--- src/hw/rtl/kens_pkg.sv ---
`timescale 1ns / 1ps
// ----------------------------------------------------------------------------
// kens_pkg: shared types and constants for the Kepler Newton solver
// Payload structs, orbit and status codes, CORDIC angle tables.
// ----------------------------------------------------------------------------
package kens_pkg;

  localparam int ITER_BITS = 10;
  localparam int CORDIC_STEPS = 30;
  localparam int ITER_DEFAULT = 1000;

  typedef struct packed {
    logic [31:0]        eccentricity;
    logic signed [31:0] mean_anomaly;
  } kens_in_t;

  typedef struct packed {
    logic signed [31:0] anomaly;
    logic [1:0]         orbit_kind;
    logic [1:0]         status;
    logic [9:0]         iterations_used;
  } kens_out_t;

  typedef enum logic [1:0] {
    KIND_ELLIPTIC  = 2'd0,
    KIND_PARABOLIC = 2'd1,
    KIND_HYPERBOLIC = 2'd2
  } kens_kind_t;

  typedef enum logic [1:0] {
    ST_CONVERGED = 2'd0,
    ST_LIMIT     = 2'd1,
    ST_FLAT      = 2'd2,
    ST_SATURATED = 2'd3
  } kens_status_t;

  typedef enum logic [1:0] {
    REG_MAX_ITER  = 2'd0,
    REG_TOLERANCE = 2'd1,
    REG_DERIV_FLOOR = 2'd2
  } kens_reg_t;

  // classified item handed from front to back
  typedef struct packed {
    logic [31:0]        ecc;
    logic signed [31:0] m;
    logic signed [31:0] start;
    logic [1:0]         kind;
    logic               ov;
  } kens_job_t;

  typedef enum logic [3:0] {
    S_IDLE, S_CHECK, S_RED, S_MOD, S_FOLD, S_CORD, S_POST, S_MULS, S_MULC,
    S_FUNC, S_DIV, S_UPD, S_DONE
  } kens_state_t;

  localparam logic signed [63:0] PI_Q26 = 64'sd210828714;
  localparam logic signed [63:0] PI_Q30 = 64'sd3373259426;
  localparam logic signed [63:0] HALF_PI_Q30 = 64'sd1686629713;
  localparam logic signed [63:0] TWO_PI_Q30 = 64'sd6746518852;
  localparam logic signed [63:0] LN2_Q30 = 64'sd744261118;
  localparam logic signed [63:0] CIRC_GAIN = 64'sd652032874;
  localparam logic signed [63:0] HYP_GAIN_INV = 64'sd1296540104;
  localparam logic signed [63:0] MAG_CAP = 64'sd281474976710656;
  localparam logic signed [63:0] ONE_Q26 = 64'sd67108864;
  localparam logic signed [63:0] WMAX = 64'sd2147483647;
  localparam logic signed [63:0] WMIN = -64'sd2147483648;

  function automatic logic signed [63:0] circ_angle(input logic [5:0] i);
    logic signed [63:0] r;
    case (i)
      6'd0: r = 64'sd843314856;
      6'd1: r = 64'sd497837829;
      6'd2: r = 64'sd263043837;
      6'd3: r = 64'sd133525158;
      6'd4: r = 64'sd67021686;
      6'd5: r = 64'sd33543515;
      6'd6: r = 64'sd16775850;
      6'd7: r = 64'sd8388437;
      6'd8: r = 64'sd4194282;
      6'd9: r = 64'sd2097149;
      default: r = (i <= 6'd30) ? ((64'sd1 <<< (6'd30 - i)) - 64'sd1) : 64'sd0;
    endcase
    return r;
  endfunction

  function automatic logic signed [63:0] hyp_angle(input logic [5:0] i);
    logic signed [63:0] r;
    case (i)
      6'd0: r = 64'sd0;
      6'd1: r = 64'sd589812981;
      6'd2: r = 64'sd274247418;
      6'd3: r = 64'sd134923406;
      6'd4: r = 64'sd67196450;
      6'd5: r = 64'sd33565361;
      6'd6: r = 64'sd16778581;
      6'd7: r = 64'sd8388778;
      6'd8: r = 64'sd4194325;
      6'd9: r = 64'sd2097154;
      default: r = (i <= 6'd30) ? (64'sd1 <<< (6'd30 - i)) : 64'sd0;
    endcase
    return r;
  endfunction

  function automatic logic signed [63:0] sat_w(input logic signed [63:0] v);
    logic signed [63:0] r;
    if (v > WMAX) r = WMAX;
    else if (v < WMIN) r = WMIN;
    else r = v;
    return r;
  endfunction

  function automatic logic sat_f(input logic signed [63:0] v);
    return (v > WMAX) || (v < WMIN);
  endfunction

endpackage

--- src/hw/rtl/kens_queue.sv ---
`timescale 1ns / 1ps
// ----------------------------------------------------------------------------
// kens_queue: two-entry job queue
// Decouples the classifier from the Newton engine.
// ----------------------------------------------------------------------------
module kens_queue
  import kens_pkg::*;
(
  input  logic      clk,
  input  logic      rst_n,
  input  logic      wr_valid,
  output logic      wr_stall,
  input  kens_job_t wr_data,
  output logic      rd_valid,
  input  logic      rd_stall,
  output kens_job_t rd_data
);

  kens_job_t   mem_r [2];
  logic        wp_r, rp_r;
  logic [1:0]  cnt_r;
  logic        wr_en, rd_en;

  assign wr_stall = (cnt_r == 2'd2);
  assign rd_valid = (cnt_r != 2'd0);
  assign rd_data = mem_r[rp_r];
  assign wr_en = wr_valid && !wr_stall;
  assign rd_en = rd_valid && !rd_stall;

  always_ff @(posedge clk) begin
    if (!rst_n) begin
      wp_r <= 1'b0;
      rp_r <= 1'b0;
      cnt_r <= 2'd0;
    end else begin
      if (wr_en) wp_r <= ~wp_r;
      if (rd_en) rp_r <= ~rp_r;
      cnt_r <= cnt_r + {1'b0, wr_en} - {1'b0, rd_en};
    end
  end

  always_ff @(posedge clk) begin
    if (wr_en) mem_r[wp_r] <= wr_data;
  end

endmodule

--- config.mk ---
export PLATFORM = sky130hd
export DESIGN_NAME = kens_queue
export DESIGN_NICKNAME = d
export VERILOG_FILES = /design/src/hw/rtl/kens_pkg.sv /design/src/hw/rtl/kens_queue.sv
export SDC_FILE = /design/constraint.sdc
export NUM_CORES = 1
export LEC_CHECK = 0
export ABC_CLOCK_PERIOD_IN_PS = 9200
export BUFFER_PORTS_ARGS = -buffer_cell sky130_fd_sc_hd__buf_2
export CORE_MARGIN = 2
export CORE_UTILIZATION = 35
export DETAILED_ROUTE_END_ITERATION = 6
export SLEW_MARGIN = 20
export SYNTH_ARGS = -nofsm -noshare
export SYNTH_HDL_FRONTEND = slang
export SYNTH_SLANG_ARGS = --single-unit
--- constraint.sdc ---
create_clock -name clk -period 9.2 [get_ports clk]
set_clock_uncertainty 0.15 [all_clocks]
set_input_delay 0 -clock clk [delete_from_list [all_inputs] [get_ports clk]]
set_output_delay 0 -clock clk [all_outputs]
set_load 0.03 [all_outputs]
---- Word level (Yosys, flattened, before mapping) ----
Memories as Yosys holds them, arrays and structs flattened. A register that Yosys moved wholly into a read port is not among the register bits.
Index checks and enable logic that the tools add are counted.
operators by class
  add/subtract/negate cells ............... 2
  multiply operators ...................... 0
  div/mod/pow operators ................... 0
  $lt $le $gt $ge ......................... 0
  equal/unequal tests ..................... 1
  shifts and indexed selects .............. 0
  mux-type cells .......................... 4
  bitwise gates (word level) .............. 2
  reductions and logical operators ........ 5
operator list
  kind                                  number
  2-to-1 mux 1 bit                      4
  adder 2 x 1 -> 2 bit                  1
  == test 2 bit, second input constant  1
  logical AND 1 bit                     2
  zero test 1 bit                       2
  NOT 1 bit                             2
  nonzero test 2 bit                    1
  subtractor 2 x 1 -> 2 bit             1
storage, ports and cells
  flip-flop bits (word level) ............. 4
  bits in latches ......................... 0
  memory bits (writable) .................. 198
  memory bits (read-only) ................. 0
  input bits .............................. 103
  output and inout bits ................... 101
  word-level logic and storage cells ...... 18
  memories ................................ 1
memory list
  memory  depth  width  rd ports  clocked after memory_dff  wr ports  RTL line          source
  mem_r   2      99     1         1                         1         kens_queue.sv:19  kens_job_t mem_r [2];

---- Logic depth before layout (Yosys ltp) ----
  depth in word-level cells ............... 5
  depth in mapped cells ................... 8
  gate-level depth less buffers ........... 8

---- Worst setup path after synthesis ----
OpenSTA, ideal clock, no wires.
  path kind ............................... register to register
  start point ............................. register cnt_r[0]
  end point ............................... memory mem_r[0][0] in the netlist's numbering (enable)
  library setup time ...................... 0.557 ns
  data arrival time ....................... 4.677 ns
  data required time ...................... 8.493 ns
  setup slack ............................. 3.816 ns
  stages on the path, launching flop included .. 4
  buffers on the path ..................... 0
  clock period less this slack ............ 5.384 ns
  path through ............................ dfxtp_1 > nand2b_1 > nand2_1 > nor2_1
between the ends
  longest elaborated chain between the ends .. 5
RTL lines
  element                                 RTL line          source
  from (decl)                             kens_queue.sv:21  logic [1:0] cnt_r;
  from (signal assigned)                  kens_queue.sv:38  cnt_r <= cnt_r + {1'b0, wr_en} - {1'b0, rd_en};
  == test 2 bit                           kens_queue.sv:24  assign wr_stall = (cnt_r == 2'd2);
  zero test 1 bit                         kens_queue.sv:27  assign wr_en = wr_valid && !wr_stall;
  logical AND 1 bit                       kens_queue.sv:27
  2-to-1 mux 1 bit                        kens_queue.sv:43  if (wr_en) mem_r[wp_r] <= wr_data;
  2-to-1 mux 1 bit (implied by the code)  kens_queue.sv:43
  to (decl)                               kens_queue.sv:19
Every way passes these cells.

==> key figures <==
Synth
  – Largest cells by area after synthesis: edfxtp_1, mux2_2, mux2_4
  – Post-Syn Nets: 439
  – Seq/Total Area, Yosys: 0.814
  – Synthesized flop and latch total: 203
  – Commonest cells post-synth: edfxtp_1, mux2_2, mux2_4
  – Area leader, netlist: edfxtp_1
  – Yosys Warn Count: 0
  – FFs w/ async S/R, synth: 0
  – Distinct cells, synth: 19
  – Top-count cell post-synth: edfxtp_1
  – Mapped Area: 0.00742 sq mm
  – Mean Syn Cell Area: 22.2 sq um
  – Ys flop type: edfxtp_1
  – Share of the synthesized area in the top cell type: 0.801
  – Syn Inst Count: 334
  – Number of synthesized flops with an enable pin: approximately 200

Layout
  – Register Area: 0.00605 sq mm
  – Area growth from synthesis to layout: 41.5%
  – Antenna Cells: 0
  – Area occupied by multi-input gates: 0.00131 sq mm
  – Final Net Count: roughly 760
  – Layout cells sized above 1: 0.508
  – Filler Cell Count: about 1800

Pwr
  – Worst IR Drop VDD: 0.162 mV
  – P per Cell Area: about 270 mW/mm^2
  – Part of the power in registers: 0.425
  – Clock share of power: 0.308
  – Comb pwr share: 0.267
  – P_leak: 3.98 nW
  – Sw Share: 0.303
  – NetSw: 0.861 mW
  – Power consumption: roughly 2.8 mW
  – Internal: 1.99 mW

Floorplan
  – CORE AREA: 0.0209 sq mm
  – Num ports: 204
  – Row count: 53
  – Die area: 0.0224 sq mm
  – Starting Density: 0.355
  – Die width: 150 microns
  – Die Y: 150 microns

Critical path
  – Worst Setup Start Kind: flip-flop
  – Crit. End Element: primary output
  – Crit Path Class: reg2out
  – Critical Path AT: around 2.6 ns
  – Worst path max stage delay: 0.74 ns
  – Critical Path Slowest Stage Cell: dfxtp_4
  – Bufs and invs on worst path: 2
  – Maximum fanout along the worst path: 56
  – Largest delay share family, worst path: buffers and inverters
  – Worst EP required: 9.05 ns
  – CP Cell Sequence: buf_4 > mux2_2 > buf_2

Placement
  – IO buf count: 203
  – DPL Wire Length: 8940 microns
  – GPL Wtd Cong: 0.706

STA
  – Total negative slack: 0 ns
  – Tightest Pin Transition: 0.785 ns
  – Final Hold Viols: 0
  – Worst slew margin: 0.477
  – Min Tclk post-route: 2.76 ns
  – Fmax achieved: ~0.36 GHz
  – Max Slew Vio Count: 0
  – Setup violators final: 0
  – Fin crit share: 0.299
  – RSZ-0062 raised after global routing: no

Clock tree
  – Reg clk slew, reported paths: ~0.06 ns
  – CTS root buf: clkbuf_16
  – Postcts setup bufs: 0
  – Cts bufs inserted: 22
  – H-Tree Depth: 1
  – Buffer depth of the longest clock path: 3
  – CTS tree: yes
  – Sink Count: 203
  – Worst-Skew Late Latency: between 0.4 and 0.5 ns

GRT
  – Vias in the first global route: 4522
  – First-pass GRT wire length: 22300 microns
  – GRT Overall Usage: 0.127
  – Pin count of the biggest net entering global routing: 57
  – Global route total overflow: 0
  – Initial antenna violation count: 0

Drt
  – Vias/cell: 4.39
  – Via count: between 4000 and 5000
  – DRT Pass-1 Iters: 5
  – DRT iter0 DRCs: ~150
  – Routed Antenna Nets: 0
  – Total routed wirelength: 14700 microns
  – WL/cell: approximately 16 microns
  – DRC viols: 0

Worst hold path
  – Hold Path Class: in2reg

Status
  – Status: finished, final reports clean

Run
  – Number of max-cap violations: 0
[layer usage]
layer | wire length, microns | global-route usage | up-vias
met5 | 0 | 0 | -
met4 | 274 | 0.0390 | 0
met3 | 1020 | 0.0351 | 26
met2 | 7670 | 0.231 | 138
met1 | 5760 | 0.147 | 2020
li1 | - | - | 1965
[registers in the layout, summed over array words and instances (netlist names), named ones only]
register,count
mem_r,198
cnt_r,2
wp_r,1
rp_r,1
[cell families (layout without fill, tap and decap cells)]
kind of cell / count (synthesis) / in the layout / synth area share
flops: 203 / 203 / 0.814
xor+xnor: 2 / 2 / 0.00236
simple gates: 12 / 12 / 0.00978
buf+inv: 13 / 350 / 0.0110
mux: 102 / 102 / 0.159
fa+ha+maj: 2 / 2 / 0.00337
[path summary, 6_finish.rpt]
check                    from      endpoint  slack [ns]  cells past startpoint
hold / removal    wr_data[68]  mem_r[0][68]        0.08                      2
setup / recovery    flip-flop   rd_data[67]        6.44                      3
setup reg to reg     cnt_r[0]  mem_r[1][13]        6.81                      3
hold reg to reg          rp_r     flip-flop        0.33                      2
[worst reg2reg max path, delay by kind of cell, from the launching register on]
kind | cells | cell delay (ns)
and+or+nand+nor | 2 | 0.80
buffers and inverters | 1 | 0.70
DFF | 1 | 0.34
[metrics by stage]
stage	instance area, sq um	hold WS [ns]	instances	utilization	worst slack [ns]
after floorplan	7420	-0.0511	334	-	3.82
after global placement	8760	0.0382	805	0.419	6.78
after detailed placement	8760	0.0407	805	0.419	6.75
after CTS	10500	0.0524	946	0.503	6.35
after global routing	10500	0.0600	946	0.503	6.25
final	10500	0.0807	946	0.503	6.44
[what timing repair did]
action | in CTS | in global routing
gates resized for setup | 0 | 0
hold buffers | 102 | 0
endpoints found under the hold margin | 203 | 0
endpoints found under the setup margin | 0 | 0
[cell usage in the layout, fill, tap and decap left out, types with 2 or more instances in the layout]
cell	instances
buf_2	203
edfxtp_1	198
dlygate4sd3_1	102
mux2_2	89
clkbuf_16	23
mux2_4	10
clkinv_1	5
clkbuf_1	4
dfxtp_1	4
buf_4	4
nand2b_1	3
nand2_1	3
mux2i_1	3
bufinv_16	3
inv_1	2
ha_1	2
clkinv_2	2
[power groups by stage]
stage | sequential (mW) | combinational, mW | clock, mW
global route | 1.23 | 0.810 | 0.940
CTS | 1.21 | 0.773 | 0.900
finish | 1.21 | 0.760 | 0.876
floorplan | 1.22 | 0.559 | 0
global placement | 1.23 | 0.727 | 0
detailed placement | 1.23 | 0.735 | 0
[cell type report]
class                      instances  share of cell area
clock buffer                      27              0.0562
clock inverter                    12              0.0129
inverter                           2            0.000715
multi-input combinational        118               0.125
sequential                       203               0.576
tap                              275              0.0328
timing repair buffer             309               0.197
Note: power is estimated with default switching activity, not from simulation.
