<file path="src/hw/rtl/kens_pkg.sv">
`timescale 1ns / 1ps
// ----------------------------------------------------------------------------
// kens_pkg: shared types and constants for the Kepler Newton solver
// Payload structs, orbit and status codes, CORDIC angle tables.
// ----------------------------------------------------------------------------
package kens_pkg;

  localparam int ITER_BITS = 10;
  localparam int CORDIC_STEPS = 30;
  localparam int ITER_DEFAULT = 1000;

  typedef struct packed {
    logic [31:0]        eccentricity;
    logic signed [31:0] mean_anomaly;
  } kens_in_t;

  typedef struct packed {
    logic signed [31:0] anomaly;
    logic [1:0]         orbit_kind;
    logic [1:0]         status;
    logic [9:0]         iterations_used;
  } kens_out_t;

  typedef enum logic [1:0] {
    KIND_ELLIPTIC  = 2'd0,
    KIND_PARABOLIC = 2'd1,
    KIND_HYPERBOLIC = 2'd2
  } kens_kind_t;

  typedef enum logic [1:0] {
    ST_CONVERGED = 2'd0,
    ST_LIMIT     = 2'd1,
    ST_FLAT      = 2'd2,
    ST_SATURATED = 2'd3
  } kens_status_t;

  typedef enum logic [1:0] {
    REG_MAX_ITER  = 2'd0,
    REG_TOLERANCE = 2'd1,
    REG_DERIV_FLOOR = 2'd2
  } kens_reg_t;

  // classified item handed from front to back
  typedef struct packed {
    logic [31:0]        ecc;
    logic signed [31:0] m;
    logic signed [31:0] start;
    logic [1:0]         kind;
    logic               ov;
  } kens_job_t;

  typedef enum logic [3:0] {
    S_IDLE, S_CHECK, S_RED, S_MOD, S_FOLD, S_CORD, S_POST, S_MULS, S_MULC,
    S_FUNC, S_DIV, S_UPD, S_DONE
  } kens_state_t;

  localparam logic signed [63:0] PI_Q26 = 64'sd210828714;
  localparam logic signed [63:0] PI_Q30 = 64'sd3373259426;
  localparam logic signed [63:0] HALF_PI_Q30 = 64'sd1686629713;
  localparam logic signed [63:0] TWO_PI_Q30 = 64'sd6746518852;
  localparam logic signed [63:0] LN2_Q30 = 64'sd744261118;
  localparam logic signed [63:0] CIRC_GAIN = 64'sd652032874;
  localparam logic signed [63:0] HYP_GAIN_INV = 64'sd1296540104;
  localparam logic signed [63:0] MAG_CAP = 64'sd281474976710656;
  localparam logic signed [63:0] ONE_Q26 = 64'sd67108864;
  localparam logic signed [63:0] WMAX = 64'sd2147483647;
  localparam logic signed [63:0] WMIN = -64'sd2147483648;

  function automatic logic signed [63:0] circ_angle(input logic [5:0] i);
    logic signed [63:0] r;
    case (i)
      6'd0: r = 64'sd843314856;
      6'd1: r = 64'sd497837829;
      6'd2: r = 64'sd263043837;
      6'd3: r = 64'sd133525158;
      6'd4: r = 64'sd67021686;
      6'd5: r = 64'sd33543515;
      6'd6: r = 64'sd16775850;
      6'd7: r = 64'sd8388437;
      6'd8: r = 64'sd4194282;
      6'd9: r = 64'sd2097149;
      default: r = (i <= 6'd30) ? ((64'sd1 <<< (6'd30 - i)) - 64'sd1) : 64'sd0;
    endcase
    return r;
  endfunction

  function automatic logic signed [63:0] hyp_angle(input logic [5:0] i);
    logic signed [63:0] r;
    case (i)
      6'd0: r = 64'sd0;
      6'd1: r = 64'sd589812981;
      6'd2: r = 64'sd274247418;
      6'd3: r = 64'sd134923406;
      6'd4: r = 64'sd67196450;
      6'd5: r = 64'sd33565361;
      6'd6: r = 64'sd16778581;
      6'd7: r = 64'sd8388778;
      6'd8: r = 64'sd4194325;
      6'd9: r = 64'sd2097154;
      default: r = (i <= 6'd30) ? (64'sd1 <<< (6'd30 - i)) : 64'sd0;
    endcase
    return r;
  endfunction

  function automatic logic signed [63:0] sat_w(input logic signed [63:0] v);
    logic signed [63:0] r;
    if (v > WMAX) r = WMAX;
    else if (v < WMIN) r = WMIN;
    else r = v;
    return r;
  endfunction

  function automatic logic sat_f(input logic signed [63:0] v);
    return (v > WMAX) || (v < WMIN);
  endfunction

endpackage

</file>
<file path="src/hw/rtl/kens_front.sv">
`timescale 1ns / 1ps
// ----------------------------------------------------------------------------
// kens_front: input register and orbit classifier
// Accepts a transaction, sorts it by eccentricity and forms the Newton start.
// ----------------------------------------------------------------------------
module kens_front
  import kens_pkg::*;
(
  input  logic      clk,
  input  logic      rst_n,
  input  logic      in_valid,
  output logic      in_stall,
  input  kens_in_t  in_data,
  output logic      job_valid,
  input  logic      job_stall,
  output kens_job_t job
);

  logic      hold_r;
  kens_in_t  data_r;
  logic [63:0] m64;
  logic [63:0] s64;

  assign in_stall = hold_r && job_stall;
  assign job_valid = hold_r;

  always_ff @(posedge clk) begin
    if (!rst_n) begin
      hold_r <= 1'b0;
    end else if (!in_stall) begin
      hold_r <= in_valid;
    end
  end

  always_ff @(posedge clk) begin
    if (!in_stall && in_valid) begin
      data_r <= in_data;
    end
  end

  always_comb begin
    m64 = 64'(signed'(data_r.mean_anomaly));
    job.ecc = data_r.eccentricity;
    job.m = data_r.mean_anomaly;
    if (data_r.eccentricity == 32'd268435456) begin
      job.kind = KIND_PARABOLIC;
      s64 = m64;
    end else if (data_r.eccentricity > 32'd268435456) begin
      job.kind = KIND_HYPERBOLIC;
      s64 = m64;
    end else if ($signed(m64) < PI_Q26) begin
      job.kind = KIND_ELLIPTIC;
      s64 = m64 + 64'(data_r.eccentricity >> 3);
    end else begin
      job.kind = KIND_ELLIPTIC;
      s64 = m64 - 64'(data_r.eccentricity >> 3);
    end
    job.start = 32'(sat_w(s64));
    job.ov = sat_f(s64);
  end

endmodule

</file>
<file path="config.mk">
export PLATFORM = sky130hd
export DESIGN_NAME = kens_front
export DESIGN_NICKNAME = d
export VERILOG_FILES = /design/src/hw/rtl/kens_pkg.sv /design/src/hw/rtl/kens_front.sv
export SDC_FILE = /design/constraint.sdc
export NUM_CORES = 1
export LEC_CHECK = 0
export ABC_AREA = 1
export BUFFER_PORTS_ARGS = -buffer_cell sky130_fd_sc_hd__buf_2
export CELL_PAD_IN_SITES_DETAIL_PLACEMENT = 2
export CELL_PAD_IN_SITES_GLOBAL_PLACEMENT = 2
export CORE_UTILIZATION = 31
export DETAILED_ROUTE_END_ITERATION = 10
export GPL_TIMING_DRIVEN = 0
export HOLD_SLACK_MARGIN = 0.02
export PLACE_DENSITY_LB_ADDON = 0.12
export SYNTH_ARGS = -nofsm -noshare
export SYNTH_HDL_FRONTEND = slang
export SYNTH_SLANG_ARGS = --single-unit
</file>
<file path="constraint.sdc">
create_clock -name clk -period 10.65 [get_ports clk]
set_input_delay 1.5975 -clock clk [delete_from_list [all_inputs] [get_ports clk]]
set_output_delay 1.5975 -clock clk [all_outputs]
set_load 0.03 [all_outputs]
</file>
==> Word-level counts from Yosys, hierarchy flattened <==
Index checks and enable logic that the tools add are counted.
{ "classes": {"shift": 0, "n_lt_le_gt_ge": 4, "eq_ne": 1, "n_mul": 0, "n_div": 0, "n_reduce_logical": 4, "bitwise": 0, "n_addsub": 2, "n_mux": 7} }
{ "ops": {"columns": ["operator", "n"], "rows": [
  ["two-way mux 64 bit", 3],
  ["> comparator 64 x 32 -> 1 bit (second input constant)", 1],
  ["< comparator 64 x 32 -> 1 bit (second input constant)", 1],
  ["two-way mux 32 bit", 2],
  ["adder 32 x 30 -> 33 bit", 1],
  ["subtractor 32 x 30 -> 33 bit", 1],
  ["equality test 32 x 29 -> 1 bit (second input constant)", 1],
  ["> comparator 32 x 29 -> 1 bit (second input constant)", 1],
  ["< comparator 32 x 29 -> 1 bit (second input constant)", 1],
  ["two-way mux 2 bit", 2],
  ["logical AND 1 bit", 2],
  ["zero test 1 bit", 1],
  ["logical OR 1 bit", 1]
]} }
{ "totals": {"latch_bits": 0, "n_memories": 0, "ff_bits": 65, "ram_bits": 0, "in_bits": 68, "romBits": 0, "word_cells": 21} }

==> Logic depth before layout (Yosys ltp) <==
Gate-level depths: netlist (run 1).
{ "logic_depth": {"word_depth": 7, "depth_mapped": 32} }

==> Least setup slack after synthesis (run 1) <==
Ideal clock, no wire load.
{ "synth_path": {"kind": "register -> output", "startpoint": "reg data_r, in the netlist job[59]", "endpoint": "out job[16] in the netlist's numbering", "path_slack_ns": 5.533, "t_required_ns": 9.053, "path_stages_with_launch": 25, "arrival_ns": 3.519, "path_cell_list": "edfxtp_1 -> or2_1 -> nor3_1 -> and2_1 -> nand2_1 -> nand2_1 -> nand2_1 -> buf_2 -> a31oi_1 -> xnor2_1 -> inv_1 -> ha_1 -> or2_1 -> nand3_1 -> nand2_1 -> nand2_1 -> nand2_1 -> a21oi_2 -> nand3_2 -> nand2_2 -> nor2_2 -> nand2_4 -> buf_6 -> nand2_1 -> nand2_1"} }
{ "synth_lines": {"columns": ["element", "line_no", "text"], "rows": [
  ["start: declaration", "kens_front.sv:20", "kens_in_t data_r;"],
  ["start signal: assignment", "kens_front.sv:37", "data_r <= in_data;"],
  ["end: declaration", "kens_front.sv:16", "output kens_job_t job"]
]} }

==> flow_summary.toml, run 1 <==
[setup_path]
path_class = "reg2out"
reg2reg_depth = 4
startpoint = "job[70]$_DFFE_PP_"
cpMaxStageDelayCell = "edfxtp_1"
critPathRequiredTime_ns = 9.05
endpoint_kind = "output pin"
ff2ff_setup_slack_ns = 8.86
r2r-end = "job[65]$_DFFE_PP_"
cp.arrival_ns = 4.71
cp_slowest_stage_delay_ns = 0.44
cp_max_fo = 10
endpoint = "job[18]"
crit_top_cell = "nand2_1"
critPathLaunchType = "flop"
timing.rr.start = "job_valid$_SDFFE_PN0N_"

[finish]
syn2layout_area_growth_pct = 24.74
num_antenna_cells = 0
drive_above_1_share_pct = 21.72
final_cells = 1328
nets = 1168

[synthesis]
syn_inst = 883
synth-seq-cells = 65
seq_area_frac_synth_pct = 32.24
synth.net_count = 988
synth_top_area_share_pct = 31.91
ys_top_cells_by_area = "edfxtp_1, nand2_1, inv_1"
synthFlopType = "edfxtp_1"
syn_area_um2 = 6023
synth_cell_types = 41
synth-edff-count = 64
ys_async_sr_fraction_pct = 0
synth_top_area_cell = "edfxtp_1"
avgSynthCellArea_um2 = 6.821
yosysWarnings = 0

[drt]
wl_mm = 24.07
drtPass1Iterations = 4
ant_nets = 0
drcViolationCount = 0
vias_per_cell = 4.825
wl_per_cell_um = 18.12
dr.first_iter.drc_count = 168
num_vias = 6408

[floorplanning]
io_pins = 169
fp.dieH_um = 141.4
dieArea_um2 = 19990
initial_core_util_pct = 31.88
rows = 50
chipWidth_um = 141.4
core-area_um2 = 18890

[cts]
cts_max_level = 3
root_buffer = "clkbuf_16"
clk_latency_ns = 0.34
ctsResizeCount = 0
cts_hold_buffers = 0
clock-sinks = 65
cts_max_path_buffers = 2
cts_tree = "done"
post_cts_buffers = 0
clk_pin_slew_worst_paths_ns = 0.06
cts-buffers-inserted = 9

[sta]
hold_viol = 0
finalCritPeriodShare_pct = 59.26
period_needed_ns = 6.312
maxSlewViolCount = 0
fin_tns_setup_ns = 0
max_slew_margin_pct = 42.05
whs_ns = 0.5265
fmax_mhz = 158.4
fin_skew_ns = 0.003594
rsz0062_at_grt = "false"
tightest_slew_ns = 0.8672
setup_viol = 0
setup_ws_ns = 4.338

[worst_hold_path]
hp-class = "reg2reg"

[grt]
antenna_found_initial = 0
grt_pass1_vias = 6979
grt_overflow = 0
grt_start_max_net_pins = 37
grt_use_total_pct = 24.99
grt_pass1_wl_mm = 37.95

[place]
dp_hpwl_mm = 20.34
dp_slack_ns = 4.688
io_buffers = 168
dp_cells = 1312
gp_congestion = 0.8554

[power_and_ir_drop]
p_leak_uw = 0.004047
finalPower_uw = 1005
power.density_nw_per_um2 = 133.7
peakVddDrop_v = 0.0001107

[status]
status = "finished, final reports clean"

[job]
timing.max_cap.violations = 0
[worst max-delay path: cells and delay by family (launching register included)]
family                     cells  cell delay [ns]
adders and majority gates      2             0.56
buffers and inverters          5             0.67
AOI/OAI and AO/OA              2             0.31
and+or+nand+nor               18             2.21
xor gates and xnor gates       1             0.15
DFF                            1             0.44
[power by group]
part	switching, uW	internal [uW]	total, uW
logic	263	126	389
registers	20.6	300	321
clock network	115	181	295
total	398	607	1000
[synth_stat cells (5+ instances only)]
| cell type | count |
|---|---|
| nor2_2 | 5 |
| o21bai_1 | 11 |
| a21oi_1 | 45 |
| xor2_1 | 21 |
| buf_2 | 6 |
| nand2_1 | 298 |
| buf_6 | 6 |
| nand2_2 | 10 |
| edfxtp_1 | 64 |
| nor3_1 | 12 |
| inv_1 | 137 |
| xnor2_1 | 18 |
| nand3b_1 | 8 |
| ha_1 | 36 |
| or2_2 | 7 |
| o21ai_0 | 22 |
| nand4_1 | 9 |
| nand3_1 | 31 |
| nor2_1 | 100 |
[worst min path at each step]
stage                                 from                endpoint  slack [ns]  cells past startpoint
detailed placement  job_valid$_SDFFE_PN0N_  job_valid$_SDFFE_PN0N_        0.53                      2
floorplan           job_valid$_SDFFE_PN0N_  job_valid$_SDFFE_PN0N_        0.61                      2
finish              job_valid$_SDFFE_PN0N_  job_valid$_SDFFE_PN0N_        0.53                      2
global route        job_valid$_SDFFE_PN0N_  job_valid$_SDFFE_PN0N_        0.59                      2
CTS                 job_valid$_SDFFE_PN0N_  job_valid$_SDFFE_PN0N_        0.53                      2
global placement    job_valid$_SDFFE_PN0N_  job_valid$_SDFFE_PN0N_        0.48                      2
[area by class of cell]
cell class,instances,area (um^2)
inverter,138,518.0
buffer,16,116.4
sequential,65,1942
multi-input combinational,664,3455
tap,260,325.3
fill,2399,11380
clock buffer,9,225.2
clock inverter,7,71.32
timing repair buffer,169,860.8
[layout by cell type (no fill, tap or decap), drive strengths merged]
master | netlist | final
a21boi | 1 | 1
a21o | 2 | 2
a21oi | 47 | 47
a31o | 1 | 1
a31oi | 3 | 3
and2 | 2 | 2
buf | 13 | 182
bufinv | 0 | 1
clkbuf | 3 | 12
clkinv | 0 | 4
clkinvlp | 0 | 2
dfxtp | 1 | 1
edfxtp | 64 | 64
fa | 1 | 1
ha | 36 | 36
inv | 138 | 138
nand2 | 309 | 309
nand3 | 33 | 33
nand3b | 9 | 9
nand4 | 11 | 11
nor2 | 107 | 107
nor3 | 12 | 12
nor4 | 3 | 3
nor4b | 1 | 1
o211ai | 1 | 1
o21a | 2 | 2
o21ai | 22 | 22
o21bai | 11 | 11
o22ai | 1 | 1
or2 | 10 | 10
xnor2 | 18 | 18
xor2 | 21 | 21
[routing by layer]
layer	routed length, um	GRT usage [%]	up-vias
met2	11160	42.63	150
li1	-	-	3155
met5	0	0	-
met1	11420	33.09	3076
met4	479	7.187	0
met3	1008	3.172	27
[sequential cells by signal, indices dropped and copies added (netlist names)]
signal,flops
job_valid,1
job,64
[stage by stage]
step                      area [um^2]  utilization, %
after global routing             7513           39.77
final                            7513           39.77
after detailed placement         7217           38.20
after global placement           7189           38.05
after CTS                        7513           39.77
after floorplan                  6023               -
[cell families after synthesis]
| kind of cell | synth area share, % |
|---|---|
| buffers and inverters | 10.53 |
| flip-flops | 32.24 |
| AO/OA/AOI/OAI | 8.538 |
| adder cells (fa/ha/maj) | 7.811 |
| AND/OR/NAND/NOR | 35.21 |
| XOR/XNOR | 5.671 |
(Power assumes the default switching activity.)
==> run 2, diff against run 1 <==
ABC_AREA = 0   (was 1)
CORE_UTILIZATION = 30   (was 31)
clock period = 6.4 ns   (was 10.65 ns; I/O delays follow)
==> run 2 against run 1 <==
The run now ends with negative setup slack left. Die area shrank 10%. Count of clock-buffer cells in the layout is the same. Highest routed layer is now met5. Hold slack gained 0.16 ns. Sequential cell count is the same. Synthesized area shrank 13%. Clock power grew 70%. Sequential power grew 68%. Via count shrank 9.0%. Total power grew 100%. Core utilization grew 8.7 points. First-iteration DRC count grew 50%. Non-clock buffer count grew 67.
==> flow_summary.toml, run 2 <==
[synthesis]
synth_simple_gate_area_share_pct = 16.01
syn_area_um2 = 5220
synth_common_cells = "nand2_1, edfxtp_1, a21oi_1"
yosysWarnings = 0
seq_area_frac_synth_pct = 37.20
syn_inst = 585
synth_most_common_cell = "nand2_1"
ys_async_sr_fraction_pct = 0
synth_top_family_by_area = "compound AO/OA/AOI/OAI gates"
synthFlopType = "edfxtp_1"
synthAdderAreaFrac_pct = 9.228
synthMuxAreaShare_pct = 0.5992
avgSynthCellArea_um2 = 8.923
synth-xor-area-share_pct = 9.228
synth.net_count = 690
ys_top_cells_by_area = "edfxtp_1, ha_1, xnor2_1"
synth_top_area_cell = "edfxtp_1"
synth-compound-area-share_pct = 25.05
synth-seq-cells = 65
synth_top_area_share_pct = 36.82
synth-edff-count = 64
synth_cell_types = 57

[sta]
rsz0062_at_grt = "true"
max_slew_margin_pct = 43.20
finalCritPeriodShare_pct = 106.4
maxSlewViolCount = 0
setup_viol = 33
whs_ns = 0.6872
hold_viol = 0
tightest_slew_ns = 0.8442
fin_tns_setup_ns = -11.38
setup_ws_ns = -0.4098
period_needed_ns = 6.810
fin_skew_ns = 0.01146
fmax_mhz = 146.8

[finish]
final_common_cell = "buf_2"
largest_reg_flops = 64
seqCellArea_um2 = 1942
final_area_um2 = 8128
nets = 926
syn2layout_area_growth_pct = 55.70
most-common-layout-cells = "buf_2, nand2_1, edfxtp_1, buf_4, a21oi_1"
multi_input_area_um2 = 3827
fillers = 1751
drive_above_1_share_pct = 46.73

[cts]
clk_latency_ns = 0.36
cts_tree = "done"
clock-sinks = 65
clk_pin_slew_worst_paths_ns = 0.07
cts_hold_buffers = 0
cts-buffers-inserted = 9
cts_max_path_buffers = 2
cts_max_level = 3
root_buffer = "clkbuf_16"

[grt]
grt_use_total_pct = 27.59
grt_pass1_wl_mm = 37.30
grt_start_max_net_pins = 26
grt_pass1_vias = 6241
grt_overflow = 0
antenna_found_initial = 2

[drt]
drcViolationCount = 0
ant_nets = 0
wl_mm = 25.60
wl_per_cell_um = 24.45
vias_per_cell = 5.570
dr.first_iter.drc_count = 252
drtPass1Iterations = 4
num_vias = 5832

[setup_path]
crit_chain = "or4_4, or4_4, a21oi_4, a2111o_1, a31oi_4, nor2_4, buf_8, nand2_1, xnor2_2, ha_1, a211oi_2, o21bai_1, a21o_1, a21oi_1, o211ai_1, a21o_4, xnor2_4, buf_6, maj3_2, mux2_4, buf_6"
worst-path-buf-inv = 3
ff2ff_setup_slack_ns = 4.74
timing.rr.start = "job_valid$_SDFFE_PN0N_"
cpMaxStageDelayCell = "or4_4"
crit_family = "compound AO/OA/AOI/OAI gates"
startpoint = "job[60]$_DFFE_PP_"
reg2reg_depth = 3
endpoint_kind = "output pin"
critPathLaunchType = "flop"
cp.arrival_ns = 5.85
r2r-end = "job[57]$_DFFE_PP_"
critPathRequiredTime_ns = 5.44
cp_max_fo = 8
endpoint = "job[31]"
crit_cells = 21
cp_slowest_stage_delay_ns = 0.58
path_class = "reg2out"

[place]
io_buffers = 168
placed_area_um2 = 6519
gp_congestion = 0.8625
dp_hpwl_mm = 17.52

[floorplanning]
core-area_um2 = 16760
initial_core_util_pct = 31.15
fp.dieH_um = 133.9
io_pins = 169
dieArea_um2 = 17930
rows = 47
chipWidth_um = 133.9

[power_and_ir_drop]
peakVddDrop_v = 0.0001343
p_leak_uw = 0.003342
power.density_nw_per_um2 = 251.2

[status]
status = "finished, violations left"
failed_checks = "negative setup slack"

[job]
timing.max_cap.violations = 0

[worst_hold_path]
hp-class = "reg2reg"
-- run 2: changes by cell type in the layout (fill, tap and decap cells not counted), sizes merged, moves of 12 or more --
cell	previous run	this run
buf	182	242
o21ai	22	85
inv	138	15
xnor2	18	44
a21o	2	14
nor2	107	22
a21oi	47	63
nand2	309	69
nand3	33	11
-- run 2: layer usage --
| layer | track usage, % | share of wire, % | vias to the layer above |
|---|---|---|---|
| li1 | - | - | 2693 |
| met1 | 35.25 | 43 | 2929 |
| met2 | 46.98 | 50 | 176 |
| met3 | 5.064 | 5.5 | 32 |
| met4 | 8.523 | 1.7 | 2 |
| met5 | 0 | 0.051 | - |
-- run 2: worst min path at each step --
stage,from,to,slack [ns],cells past startpoint
after floorplan,job_valid$_SDFFE_PN0N_,job_valid$_SDFFE_PN0N_,0.94,2
after global placement,job_valid$_SDFFE_PN0N_,job_valid$_SDFFE_PN0N_,0.58,2
after detailed placement,job_valid$_SDFFE_PN0N_,job_valid$_SDFFE_PN0N_,0.68,2
after CTS,job_valid$_SDFFE_PN0N_,job_valid$_SDFFE_PN0N_,0.69,2
after global routing,job_valid$_SDFFE_PN0N_,job_valid$_SDFFE_PN0N_,0.73,2
final,job_valid$_SDFFE_PN0N_,job_valid$_SDFFE_PN0N_,0.69,2
-- run 2: repair_timing --
item,CTS,global route
endpoints found under the setup margin,33,33
setup buffers,48,16
cloned,0,0
pin swaps,48,51
gates resized for setup,141,84
-- run 2: power by group --
group	switching (uW)	leakage, uW	total [uW]	internal [uW]
combinational	598	0.00258	1000	404
sequential	40.1	0.000627	539	499
clock	231	0.000134	501	270
total	869	0.00334	2040	1170
-- run 2: logic make-up after synthesis --
family	Yosys count
muxes	3
xor gates and xnor gates	55
DFF	65
adders and majority gates	38
buffers and inverters	37
AOI/OAI and AO/OA	219
and+or+nand+nor	168
-- run 2: cell type report --
class                   count  area share, %
diodes                      1        0.03079
plain buffers              18          2.001
clock buffers               9          2.771
clock inverters             7         0.7235
inverters                  10         0.4618
multi-input cells         483          47.09
flip-flops and latches     65          23.89
well taps                 220          3.387
repair buffers            234          19.64
-- run 2: worst reg2reg max path, delay by kind of cell (launching register included) --
family	cells	cell delay, ns
buf+inv	1	0.26
flops	1	0.31
simple gates	2	0.78
-- run 2: through the flow --
stage / power (uW) / std cells / util (%) / worst slack (ns)
detailed placement: 1278 / 975 / 38.90 / -1.887
CTS: 1943 / 1031 / 45.93 / -0.3518
finish: 2042 / 1047 / 48.50 / -0.4098
floorplan: 1044 / 585 / - / -0.1109
global placement: 1249 / 973 / 38.52 / -1.755
global route: 2120 / 1046 / 48.48 / -0.5773
